$ cat src/bcr_pkg.sv
// Shared constants, types and a helper function of the blob centroid and radius block.
`timescale 1ns / 1ps
`default_nettype none

package bcr_pkg;

    // Field widths fixed by the block's interface.
    localparam int PIX_W      = 8;
    localparam int CENTER_W   = 10;
    localparam int RADIUS_W   = 9;
    localparam int CFG_IDX_W  = 2;
    localparam int CFG_DATA_W = 11;

    // Default largest frame dimension.
    localparam int MAX_DIM_DEF = 1024;

    // Configuration register indexes.
    localparam logic [CFG_IDX_W-1:0] CFG_THRESHOLD = 2'd0;
    localparam logic [CFG_IDX_W-1:0] CFG_COLUMNS   = 2'd1;
    localparam logic [CFG_IDX_W-1:0] CFG_ROWS      = 2'd2;

    // Configuration values after reset.
    localparam logic [PIX_W-1:0]      THRESHOLD_RST = 8'd127;
    localparam logic [CFG_DATA_W-1:0] COLUMNS_RST   = 11'd640;
    localparam logic [CFG_DATA_W-1:0] ROWS_RST      = 11'd480;

    // Thresholded pixel values.
    localparam logic [PIX_W-1:0] PIX_FG = 8'd255;
    localparam logic [PIX_W-1:0] PIX_BG = 8'd0;

    // Commands from the controller to the datapath.
    typedef struct packed {
        logic accept;     // a pixel beat is taken this cycle
        logic div_start;  // last pixel of a non-empty frame: load the divider
        logic div_step;   // one restoring division step
        logic res_load;   // load the result register from the current pixel
        logic res_final;  // load the result register with the frame features
    } dp_cmd_t;

    // Status from the datapath to the controller.
    typedef struct packed {
        logic last;       // the current position is the last pixel of the frame
        logic nonempty;   // the frame holds a foreground pixel, counting this one
        logic out_free;   // the result register can take a value this cycle
    } dp_status_t;

    // A frame dimension of zero counts as one, any value above the limit as the limit.
    function automatic int unsigned eff_dim(input logic [CFG_DATA_W-1:0] v,
                                            input int unsigned max_dim);
        int unsigned r;
        r = 32'(v);
        if (r == 0)
        begin
            r = 1;
        end
        else if (r > max_dim)
        begin
            r = max_dim;
        end
        return r;
    endfunction

endpackage

`default_nettype wire

$ cat src/bcr_if.sv
// Stream and configuration interfaces of the blob centroid and radius block.
`timescale 1ns / 1ps
`default_nettype none

interface bcr_pixel_if
    import bcr_pkg::*;
    ();
    logic             valid;
    logic             ready;
    logic [PIX_W-1:0] pixel;

    modport source (output valid, output pixel, input ready);
    modport sink   (input valid, input pixel, output ready);
endinterface

interface bcr_result_if
    import bcr_pkg::*;
    ();
    logic                valid;
    logic                ready;
    logic [PIX_W-1:0]    binary_pixel;
    logic                frame_done;
    logic [CENTER_W-1:0] center_row;
    logic [CENTER_W-1:0] center_col;
    logic [RADIUS_W-1:0] radius;
    logic                empty_frame;

    modport source (output valid, output binary_pixel, output frame_done,
                    output center_row, output center_col, output radius,
                    output empty_frame, input ready);
    modport sink   (input valid, input binary_pixel, input frame_done,
                    input center_row, input center_col, input radius,
                    input empty_frame, output ready);
endinterface

interface bcr_cfg_if
    import bcr_pkg::*;
    ();
    logic                  valid;
    logic                  ready;
    logic [CFG_IDX_W-1:0]  index;
    logic [CFG_DATA_W-1:0] data;

    modport source (output valid, output index, output data, input ready);
    modport sink   (input valid, input index, input data, output ready);
endinterface

`default_nettype wire

$ cat src/bcr_ctrl.sv
// Controller of the blob centroid and radius block: pixel flow and divide sequencing.
`timescale 1ns / 1ps
`default_nettype none

module bcr_ctrl
    import bcr_pkg::*;
#(
    parameter int SUM_W = 30
)
(
    input  wire logic       clk,
    input  wire logic       rst_n,
    input  wire logic       pix_valid,
    output logic            pix_ready,
    input  wire dp_status_t status,
    output dp_cmd_t         cmd
);

    localparam int STEP_W = (SUM_W > 1) ? $clog2(SUM_W) : 1;

    typedef enum logic [1:0] {
        S_RUN,
        S_DIV,
        S_FIN
    } state_t;

    state_t              state_reg;
    state_t              state_next;
    logic [STEP_W-1:0]   step_reg;
    logic [STEP_W-1:0]   step_next;
    logic                accept;

    assign pix_ready = (state_reg == S_RUN) && status.out_free;
    assign accept    = pix_ready && pix_valid;

    always_comb
    begin
        cmd.accept    = accept;
        cmd.div_start = accept && status.last && status.nonempty;
        cmd.res_load  = accept && !(status.last && status.nonempty);
        cmd.div_step  = (state_reg == S_DIV);
        cmd.res_final = (state_reg == S_FIN) && status.out_free;
    end

    always_comb
    begin
        state_next = state_reg;
        step_next  = step_reg;
        unique case (state_reg)
            S_RUN:
            begin
                if (cmd.div_start)
                begin
                    state_next = S_DIV;
                    step_next  = STEP_W'(SUM_W - 1);
                end
            end
            S_DIV:
            begin
                if (step_reg == '0)
                begin
                    state_next = S_FIN;
                end
                else
                begin
                    step_next = step_reg - STEP_W'(1);
                end
            end
            S_FIN:
            begin
                if (status.out_free)
                begin
                    state_next = S_RUN;
                end
            end
            default:
            begin
                state_next = S_RUN;
            end
        endcase
    end

    always_ff @(posedge clk or negedge rst_n)
    begin
        if (!rst_n)
        begin
            state_reg <= S_RUN;
            step_reg  <= '0;
        end
        else
        begin
            state_reg <= state_next;
            step_reg  <= step_next;
        end
    end

endmodule

`default_nettype wire

$ cat src/bcr_dpath.sv
// Datapath of the blob centroid and radius block: config, accumulators, divider, result.
`timescale 1ns / 1ps
`default_nettype none

module bcr_dpath
    import bcr_pkg::*;
#(
    parameter int MAX_DIM = MAX_DIM_DEF,
    parameter int POS_W   = $clog2(MAX_DIM),
    parameter int CNT_W   = 2 * POS_W + 1,
    parameter int SUM_W   = 3 * POS_W
)
(
    input  wire logic                  clk,
    input  wire logic                  rst_n,
    input  wire dp_cmd_t               cmd,
    output dp_status_t                 status,
    input  wire logic [PIX_W-1:0]      pixel,
    input  wire logic                  cfg_we,
    input  wire logic [CFG_IDX_W-1:0]  cfg_index,
    input  wire logic [CFG_DATA_W-1:0] cfg_data,
    output logic                       out_valid,
    input  wire logic                  out_ready,
    output logic [PIX_W-1:0]           out_binary_pixel,
    output logic                       out_frame_done,
    output logic [CENTER_W-1:0]        out_center_row,
    output logic [CENTER_W-1:0]        out_center_col,
    output logic [RADIUS_W-1:0]        out_radius,
    output logic                       out_empty_frame
);

    localparam int DIM_W  = POS_W + 1;
    localparam int SPAN_W = POS_W + 1;

    // Configuration.
    logic [PIX_W-1:0]      threshold_reg;
    logic [CFG_DATA_W-1:0] columns_reg;
    logic [CFG_DATA_W-1:0] rows_reg;

    // Frame position and features.
    logic [POS_W-1:0]      row_pos_reg;
    logic [POS_W-1:0]      col_pos_reg;
    logic [POS_W-1:0]      top_reg;
    logic [POS_W-1:0]      bottom_reg;
    logic [POS_W-1:0]      left_reg;
    logic [POS_W-1:0]      right_reg;
    logic [SUM_W-1:0]      row_sum_reg;
    logic [SUM_W-1:0]      col_sum_reg;
    logic [CNT_W-1:0]      count_reg;

    // Divider: the numerators shift out as the quotients shift in.
    logic [SUM_W-1:0]      quo_row_reg;
    logic [SUM_W-1:0]      quo_col_reg;
    logic [CNT_W-1:0]      rem_row_reg;
    logic [CNT_W-1:0]      rem_col_reg;
    logic [CNT_W-1:0]      den_reg;
    logic [RADIUS_W-1:0]   radius_reg;
    logic                  last_fg_reg;

    // Result register.
    logic                  out_valid_reg;
    logic [PIX_W-1:0]      out_bin_reg;
    logic                  out_done_reg;
    logic [CENTER_W-1:0]   out_crow_reg;
    logic [CENTER_W-1:0]   out_ccol_reg;
    logic [RADIUS_W-1:0]   out_rad_reg;
    logic                  out_empty_reg;

    logic [DIM_W-1:0]      cols_eff;
    logic [DIM_W-1:0]      rows_eff;
    logic                  fg;
    logic                  row_end;
    logic                  col_end;
    logic                  last;
    logic [POS_W-1:0]      top_next;
    logic [POS_W-1:0]      bottom_next;
    logic [POS_W-1:0]      left_next;
    logic [POS_W-1:0]      right_next;
    logic [SUM_W-1:0]      row_sum_next;
    logic [SUM_W-1:0]      col_sum_next;
    logic [CNT_W-1:0]      count_next;
    logic [SPAN_W-1:0]     span_sum;
    logic                  restart;
    logic [CNT_W:0]        trial_row;
    logic [CNT_W:0]        trial_col;
    logic                  ge_row;
    logic                  ge_col;

    assign cols_eff = DIM_W'(eff_dim(columns_reg, MAX_DIM));
    assign rows_eff = DIM_W'(eff_dim(rows_reg, MAX_DIM));

    assign fg      = pixel > threshold_reg;
    assign row_end = ({1'b0, row_pos_reg} + DIM_W'(1)) >= rows_eff;
    assign col_end = ({1'b0, col_pos_reg} + DIM_W'(1)) >= cols_eff;
    assign last    = row_end && col_end;

    // Feature values including the current pixel.
    always_comb
    begin
        top_next     = top_reg;
        bottom_next  = bottom_reg;
        left_next    = left_reg;
        right_next   = right_reg;
        row_sum_next = row_sum_reg;
        col_sum_next = col_sum_reg;
        count_next   = count_reg;
        if (fg)
        begin
            if (row_pos_reg < top_reg)
            begin
                top_next = row_pos_reg;
            end
            if (row_pos_reg > bottom_reg)
            begin
                bottom_next = row_pos_reg;
            end
            if (col_pos_reg < left_reg)
            begin
                left_next = col_pos_reg;
            end
            if (col_pos_reg > right_reg)
            begin
                right_next = col_pos_reg;
            end
            row_sum_next = row_sum_reg + SUM_W'(row_pos_reg);
            col_sum_next = col_sum_reg + SUM_W'(col_pos_reg);
            count_next   = count_reg + CNT_W'(1);
        end
    end

    assign span_sum = SPAN_W'(bottom_next - top_next) + SPAN_W'(right_next - left_next);

    assign status.last     = last;
    assign status.nonempty = (count_next != '0);
    assign status.out_free = !out_valid_reg || out_ready;

    // A frame size write restarts the frame.
    always_comb
    begin
        restart = 1'b0;
        if (cfg_we)
        begin
            unique case (cfg_index) inside
                CFG_COLUMNS, CFG_ROWS: restart = 1'b1;
                default:               restart = 1'b0;
            endcase
        end
    end

    always_ff @(posedge clk or negedge rst_n)
    begin
        if (!rst_n)
        begin
            threshold_reg <= THRESHOLD_RST;
            columns_reg   <= COLUMNS_RST;
            rows_reg      <= ROWS_RST;
        end
        else if (cfg_we)
        begin
            unique case (cfg_index)
                CFG_THRESHOLD: threshold_reg <= cfg_data[PIX_W-1:0];
                CFG_COLUMNS:   columns_reg   <= cfg_data;
                CFG_ROWS:      rows_reg      <= cfg_data;
                default:       ;
            endcase
        end
    end

    // Top and left start at all ones: they are read only once a foreground
    // pixel has pulled them down to a real position.
    always_ff @(posedge clk or negedge rst_n)
    begin
        if (!rst_n)
        begin
            row_pos_reg <= '0;
            col_pos_reg <= '0;
            top_reg     <= '1;
            bottom_reg  <= '0;
            left_reg    <= '1;
            right_reg   <= '0;
            row_sum_reg <= '0;
            col_sum_reg <= '0;
            count_reg   <= '0;
        end
        else if (restart || (cmd.accept && last))
        begin
            row_pos_reg <= '0;
            col_pos_reg <= '0;
            top_reg     <= '1;
            bottom_reg  <= '0;
            left_reg    <= '1;
            right_reg   <= '0;
            row_sum_reg <= '0;
            col_sum_reg <= '0;
            count_reg   <= '0;
        end
        else if (cmd.accept)
        begin
            top_reg     <= top_next;
            bottom_reg  <= bottom_next;
            left_reg    <= left_next;
            right_reg   <= right_next;
            row_sum_reg <= row_sum_next;
            col_sum_reg <= col_sum_next;
            count_reg   <= count_next;
            if (col_end)
            begin
                col_pos_reg <= '0;
                row_pos_reg <= row_pos_reg + POS_W'(1);
            end
            else
            begin
                col_pos_reg <= col_pos_reg + POS_W'(1);
            end
        end
    end

    // Restoring division, one quotient bit per cycle for both centroids.
    assign trial_row = {rem_row_reg, quo_row_reg[SUM_W-1]};
    assign trial_col = {rem_col_reg, quo_col_reg[SUM_W-1]};
    assign ge_row    = trial_row >= {1'b0, den_reg};
    assign ge_col    = trial_col >= {1'b0, den_reg};

    always_ff @(posedge clk)
    begin
        if (cmd.div_start)
        begin
            quo_row_reg <= row_sum_next;
            quo_col_reg <= col_sum_next;
            rem_row_reg <= '0;
            rem_col_reg <= '0;
            den_reg     <= count_next;
            radius_reg  <= RADIUS_W'(span_sum >> 2);
            last_fg_reg <= fg;
        end
        else if (cmd.div_step)
        begin
            quo_row_reg <= {quo_row_reg[SUM_W-2:0], ge_row};
            quo_col_reg <= {quo_col_reg[SUM_W-2:0], ge_col};
            rem_row_reg <= ge_row ? CNT_W'(trial_row - {1'b0, den_reg})
                                  : trial_row[CNT_W-1:0];
            rem_col_reg <= ge_col ? CNT_W'(trial_col - {1'b0, den_reg})
                                  : trial_col[CNT_W-1:0];
        end
    end

    always_ff @(posedge clk or negedge rst_n)
    begin
        if (!rst_n)
        begin
            out_valid_reg <= 1'b0;
        end
        else if (cmd.res_load || cmd.res_final)
        begin
            out_valid_reg <= 1'b1;
        end
        else if (out_ready)
        begin
            out_valid_reg <= 1'b0;
        end
    end

    always_ff @(posedge clk)
    begin
        if (cmd.res_load)
        begin
            out_bin_reg   <= fg ? PIX_FG : PIX_BG;
            out_done_reg  <= last;
            out_crow_reg  <= '0;
            out_ccol_reg  <= '0;
            out_rad_reg   <= '0;
            out_empty_reg <= last && (count_next == '0);
        end
        else if (cmd.res_final)
        begin
            out_bin_reg   <= last_fg_reg ? PIX_FG : PIX_BG;
            out_done_reg  <= 1'b1;
            out_crow_reg  <= CENTER_W'(quo_row_reg);
            out_ccol_reg  <= CENTER_W'(quo_col_reg);
            out_rad_reg   <= radius_reg;
            out_empty_reg <= 1'b0;
        end
    end

    assign out_valid        = out_valid_reg;
    assign out_binary_pixel = out_bin_reg;
    assign out_frame_done   = out_done_reg;
    assign out_center_row   = out_crow_reg;
    assign out_center_col   = out_ccol_reg;
    assign out_radius       = out_rad_reg;
    assign out_empty_frame  = out_empty_reg;

endmodule

`default_nettype wire

$ cat src/blob_centroid_radius.sv
// Top level of the blob centroid and radius block.
`timescale 1ns / 1ps
`default_nettype none

// Thresholds a raster-order gray frame and measures its foreground blob. Every
// pixel beat on pix_in gives one result beat on res_out carrying the binary
// pixel (255 or 0); the beat for the last pixel of the frame also carries
// frame_done, the truncated centroid row and column, the radius
// floor((height span + width span) / 4) and, for a frame with no foreground
// pixel, empty_frame with zero features. Ordinary pixels flow at one beat per
// clock while the result side takes its beats, since a result register
// separates the two sides. For the last pixel of a non-empty frame, the cycle
// that accepts it also loads a restoring divider, which then works through the
// quotient bits of the row and column sums side by side, and the result is
// loaded after the last quotient bit, later if the result beat ahead of it
// is still stalled. The input is held off from that acceptance until the
// result is loaded. Configuration beats on cfg_in are always
// taken: index 0 is the threshold (a pixel strictly above it is foreground),
// index 1 the columns per row and index 2 the rows per frame; a size of zero
// acts as one and a size above MAX_DIM as MAX_DIM. Writing either size starts
// a fresh frame, and other indexes are ignored. Write the configuration only
// while no pixel is in flight.
module blob_centroid_radius
    import bcr_pkg::*;
#(
    parameter int MAX_DIM = MAX_DIM_DEF
)
(
    input  wire logic    clk,
    input  wire logic    rst_n,
    bcr_pixel_if.sink    pix_in,
    bcr_result_if.source res_out,
    bcr_cfg_if.sink      cfg_in
);

    // Position, count and sum widths follow from the largest frame edge.
    localparam int POS_W = $clog2(MAX_DIM);
    localparam int CNT_W = 2 * POS_W + 1;
    localparam int SUM_W = 3 * POS_W;

    dp_cmd_t    cmd;
    dp_status_t status;
    logic       cfg_we;

    // Configuration is taken in any cycle.
    assign cfg_in.ready = 1'b1;
    assign cfg_we       = cfg_in.valid;

    // The controller owns the pixel handshake and sequences the divider.
    bcr_ctrl #(
        .SUM_W (SUM_W)
    ) u_ctrl (
        .clk       (clk),
        .rst_n     (rst_n),
        .pix_valid (pix_in.valid),
        .pix_ready (pix_in.ready),
        .status    (status),
        .cmd       (cmd)
    );

    // The datapath holds the configuration, the frame accumulators, the
    // divider and the result register.
    bcr_dpath #(
        .MAX_DIM (MAX_DIM),
        .POS_W   (POS_W),
        .CNT_W   (CNT_W),
        .SUM_W   (SUM_W)
    ) u_dpath (
        .clk              (clk),
        .rst_n            (rst_n),
        .cmd              (cmd),
        .status           (status),
        .pixel            (pix_in.pixel),
        .cfg_we           (cfg_we),
        .cfg_index        (cfg_in.index),
        .cfg_data         (cfg_in.data),
        .out_valid        (res_out.valid),
        .out_ready        (res_out.ready),
        .out_binary_pixel (res_out.binary_pixel),
        .out_frame_done   (res_out.frame_done),
        .out_center_row   (res_out.center_row),
        .out_center_col   (res_out.center_col),
        .out_radius       (res_out.radius),
        .out_empty_frame  (res_out.empty_frame)
    );

endmodule

`default_nettype wire

$ cat src/flat_wrapper.sv
// flat-port wrapper written by rule: the top's interface ports become plain ports
module blob_centroid_radius_flat import bcr_pkg::*;
#(
    parameter int MAX_DIM = MAX_DIM_DEF
)
  (clk, rst_n, pix_in_valid, pix_in_pixel, pix_in_ready, res_out_valid, res_out_binary_pixel, res_out_frame_done, res_out_center_row, res_out_center_col, res_out_radius, res_out_empty_frame, res_out_ready, cfg_in_valid, cfg_in_index, cfg_in_data, cfg_in_ready);
  bcr_pixel_if pix_in_i ();
  bcr_result_if res_out_i ();
  bcr_cfg_if cfg_in_i ();
  input  wire logic clk;
  input  wire logic rst_n;
  input wire logic [$bits(pix_in_i.valid)-1:0] pix_in_valid;
  input wire logic [$bits(pix_in_i.pixel)-1:0] pix_in_pixel;
  output wire logic [$bits(pix_in_i.ready)-1:0] pix_in_ready;
  output wire logic [$bits(res_out_i.valid)-1:0] res_out_valid;
  output wire logic [$bits(res_out_i.binary_pixel)-1:0] res_out_binary_pixel;
  output wire logic [$bits(res_out_i.frame_done)-1:0] res_out_frame_done;
  output wire logic [$bits(res_out_i.center_row)-1:0] res_out_center_row;
  output wire logic [$bits(res_out_i.center_col)-1:0] res_out_center_col;
  output wire logic [$bits(res_out_i.radius)-1:0] res_out_radius;
  output wire logic [$bits(res_out_i.empty_frame)-1:0] res_out_empty_frame;
  input wire logic [$bits(res_out_i.ready)-1:0] res_out_ready;
  input wire logic [$bits(cfg_in_i.valid)-1:0] cfg_in_valid;
  input wire logic [$bits(cfg_in_i.index)-1:0] cfg_in_index;
  input wire logic [$bits(cfg_in_i.data)-1:0] cfg_in_data;
  output wire logic [$bits(cfg_in_i.ready)-1:0] cfg_in_ready;
  assign pix_in_i.valid = pix_in_valid;
  assign pix_in_i.pixel = pix_in_pixel;
  assign pix_in_ready = pix_in_i.ready;
  assign res_out_valid = res_out_i.valid;
  assign res_out_binary_pixel = res_out_i.binary_pixel;
  assign res_out_frame_done = res_out_i.frame_done;
  assign res_out_center_row = res_out_i.center_row;
  assign res_out_center_col = res_out_i.center_col;
  assign res_out_radius = res_out_i.radius;
  assign res_out_empty_frame = res_out_i.empty_frame;
  assign res_out_i.ready = res_out_ready;
  assign cfg_in_i.valid = cfg_in_valid;
  assign cfg_in_i.index = cfg_in_index;
  assign cfg_in_i.data = cfg_in_data;
  assign cfg_in_ready = cfg_in_i.ready;
  blob_centroid_radius #(.MAX_DIM(MAX_DIM)) u_core (.clk(clk), .rst_n(rst_n), .pix_in(pix_in_i), .res_out(res_out_i), .cfg_in(cfg_in_i));
endmodule
$ cat config.mk
export PLATFORM = sky130hd
export DESIGN_NAME = blob_centroid_radius_flat
export DESIGN_NICKNAME = d
export VERILOG_FILES = /design/src/bcr_pkg.sv /design/src/bcr_if.sv /design/src/bcr_ctrl.sv /design/src/bcr_dpath.sv /design/src/blob_centroid_radius.sv /design/src/flat_wrapper.sv
export SDC_FILE = /design/constraint.sdc
export NUM_CORES = 1
export LEC_CHECK = 0
export BUFFER_PORTS_ARGS = -buffer_cell sky130_fd_sc_hd__buf_2
export CAP_MARGIN = 20
export CORE_MARGIN = 1.5
export CORE_UTILIZATION = 25
export DETAILED_ROUTE_END_ITERATION = 8
export SYNTH_ARGS = -nofsm -noshare
export SYNTH_HDL_FRONTEND = slang
export SYNTH_SLANG_ARGS = --single-unit
$ cat constraint.sdc
create_clock -name clk -period 6.2 [get_ports clk]
set_input_delay 0.93 -clock clk [delete_from_list [all_inputs] [get_ports clk]]
set_output_delay 0.93 -clock clk [all_outputs]
set_load 0.01 [all_outputs]
==> qor.txt <==
Outcome - finished clean
Asr flop ratio synth - 0.520
Clk_skew - 0.0363 ns
Worst setup startpoint - u_core.u_dpath.threshold_reg[5]
Core ar. - 0.0866 mm2
CTS tree - yes
CP peak stage delay - 0.53 ns
Post-CTS setup buffers - 0
Share of layout cells above drive strength 1 - 0.142
First-pass GRT wire length - 92700 um
Via count - 17000
Mapped Cells - 2243
Synth warn - 0
Cell Area, Placed - 0.0235 mm2
Slowest cell on the critical path - fa_1
Die area - 0.0891 mm2
Synthesized Nets - 2440
Die Span X - 298 um
First-pass DRT Iterations - 7
Placer Congestion - 0.872
Tcrit/Tclk final - 0.878
Post-CTS Resized - 0
Least-Margin Pin Slew - 1.04 ns
Top cells by area, synth - dfrtp_1, edfxtp_1, ha_1, dfxtp_1, mux2i_1
Post-route setup TNS - 0 ns
Port Buffers - 66
Crit path top cell by count - nand2_1
Antenna cells - 0
Seq/Total Area, Yosys - 0.402
Pre-CTS setup slack - 0.321 ns
Design Area, Final - 0.0249 mm2
Synth-to-layout area growth - 14.3%
Syn_area_per_cell - 9.73 um2
Min cycle time layout - 5.45 ns
Worst vdd ir - 0.000256 V
DR WL met3 - 2560 um
Peak Freq - 184 MHz
Post-Route WL - 57600 um
Final worst slack - 0.755 ns
Worst setup endpoint - u_core.u_dpath.radius_reg[7]
Biggest area consumer among synthesized cells - dfrtp_1
Clk_lat worst skew - 0.59 ns
GRT overflow - 0
Cell Rows - 108
I/O pins - 68
Cells along the critical path - inv_1 > ha_1 > a211oi_1 > nor2_1 > o31a_1 > nand2_1 > inv_2 > nand2_1 > a31o_2 > mux2_2 > fa_1 > fa_1 > inv_1 > ha_1 > nor2b_1 > nand2_1 > o31a_1 > a211o_1 > a21oi_1 > a21oi_1 > xnor2_1
Final Hold Fails - 0
CTS Root Cell - clkbuf_16
Overall routing resource usage - 0.128
CP startpoint kind - register
Top Metal Used - met4
Hpwl dp - 40600 um
Max cap viols - 0
Largest net degree at the start of global routing - 169
Ys flop type - dfrtp_1
Critical path class - register to register
Die height - 298 um
Final setup fails - 0
Flop2flop setup slack - 0.75 ns
Post-synth EDFFs - 94
Vias in the first global route - 16700
WL per Instance - 16.6 um
Vias per cell - 4.89
Antenna Violating Nets Remaining - 0
Worst min path class - input port to asynchronous set/reset pin
Starting Density - 0.252
Initial DRC Count - 1106
Pins Over Slew Limit - 0
Critical R2R Capture - u_core.u_dpath.radius_reg[7]
Met2 routed WL - 26100 um
CTS Buf Count - 41
# clock sinks - 344
Synth Register Bits - 344
CP arrival - 5.75 ns
R2R Path Start - u_core.u_dpath.threshold_reg[5]
CP max FO - 11
Post-synth top area share - 0.167
Synth cell types - 86
Depth of the most critical reg-to-reg path - 21
Relative slew margins - 0.308
Post-synthesis cell area - 0.0218 mm2
CTS Hold Bufs - 0
Critical path capture point type - register
Pwr dens - 419 mW/mm2
Nets@finish - 2475
CTS clk-pin slew, worst paths - 0.06 ns
Antenna violations before repair - 2
CTS H-tree lvls - 2
Crit path required time - 6.51 ns
CTS Buffer Depth - 3
RSZ-0062 raised after global routing - false
M1 WL - 27400 um
Leakage power - 10.5 nW
Drt drc - 0
[power by group]
part / internal (mW) / switching [mW] / total (mW)
Sequential: 2.96 / 0.319 / 3.28
Combinational: 1.96 / 2.62 / 4.58
Clock: 1.57 / 1.04 / 2.61
[critical path: cells and delay by family, from the launching register on]
kind / cells / cell delay, ns
AO/OA/AOI/OAI: 7 / 1.80
adder cells (fa/ha/maj): 4 / 1.52
AND/OR/NAND/NOR: 5 / 0.64
flip-flops: 1 / 0.52
multiplexers: 1 / 0.39
buffers and inverters: 3 / 0.16
XOR/XNOR: 1 / 0.13
[routing by layer]
layer	GRT usage	vias to the layer above
met2	0.205	378
met5	0	-
met1	0.177	8293
met4	0.0416	0
li1	-	8189
met3	0.0186	96
[final cells by class]
cell class,count,area [um2]
repair buffers,101,652
inverters,174,656
well taps,1155,1450
multi-input cells,1616,12000
clock inverters,21,250
clock buffers,54,1220
flip-flops and latches,344,8760
fillers,9014,61700
[worst min path at each step]
stage                                           to  cells after the start
global route        u_core.u_dpath.col_sum_reg[23]                      1
finish              u_core.u_dpath.col_sum_reg[22]                      1
CTS                 u_core.u_dpath.col_sum_reg[26]                      1
detailed placement  u_core.u_dpath.rem_row_reg[20]                      2
floorplan           u_core.u_dpath.rem_row_reg[20]                      2
global placement    u_core.u_dpath.rem_row_reg[20]                      2
[cells in the mapped netlist, types with 17 or more instances]
cell type / n
nand2_1: 196
inv_1: 170
ha_1: 148
a21oi_1: 147
dfrtp_1: 146
mux2i_1: 113
nor2_1: 95
edfxtp_1: 94
o21ai_0: 91
xnor2_1: 91
mux2_2: 89
clkbuf_1: 74
dfxtp_1: 71
nand3_1: 66
nor3_1: 60
o22ai_1: 56
a21o_1: 45
xor2_1: 41
dfstp_2: 33
a22o_1: 31
and3_1: 29
or3_1: 28
nand4_1: 27
fa_1: 23
a221oi_1: 22
nor4_1: 17
[metrics by stage]
step	util	cells	hold WS, ns	power (mW)
3_3_place_gp	0.271	3390	0.458	7.80
2_1_floorplan	-	2243	0.447	6.74
4_1_cts	0.288	3465	0.169	10.5
5_1_grt	0.288	3465	0.176	11.2
6_report	0.288	3465	0.190	10.5
3_5_place_dp	0.271	3390	0.462	7.88
[logic make-up (layout without fill, tap and decap cells)]
group	after synthesis	after routing	synth area share
multiplexers	205	205	0.0993
flip-flops	344	344	0.402
buffers and inverters	283	350	0.0533
XOR/XNOR	132	132	0.0530
AO/OA/AOI/OAI	505	505	0.151
other	1	1	0.000172
adder cells (fa/ha/maj)	171	171	0.106
AND/OR/NAND/NOR	602	602	0.136
[cell usage in the layout (no fill, tap or decap), drive strengths merged, types with 12 or more instances in the layout]
master | synthesis | routed
ha | 148 | 148
and2 | 13 | 13
nand2b | 15 | 15
mux2 | 92 | 92
a221oi | 22 | 22
a21oi | 147 | 147
inv | 172 | 175
nor2 | 95 | 95
nor3 | 60 | 60
nor4 | 17 | 17
mux2i | 113 | 113
nand2 | 196 | 196
xor2 | 41 | 41
a21o | 46 | 46
nor2b | 15 | 15
dfstp | 33 | 33
o21ai | 95 | 95
xnor2 | 91 | 91
and3 | 29 | 29
a22o | 31 | 31
o21a | 14 | 14
dfxtp | 71 | 71
o22ai | 56 | 56
a31oi | 12 | 12
edfxtp | 94 | 94
nand3 | 66 | 66
nand4 | 28 | 28
buf | 35 | 100
fa | 23 | 23
clkbuf | 74 | 55
clkinv | 2 | 14
or3 | 29 | 29
dfrtp | 146 | 146
(Power assumes the default switching activity.)
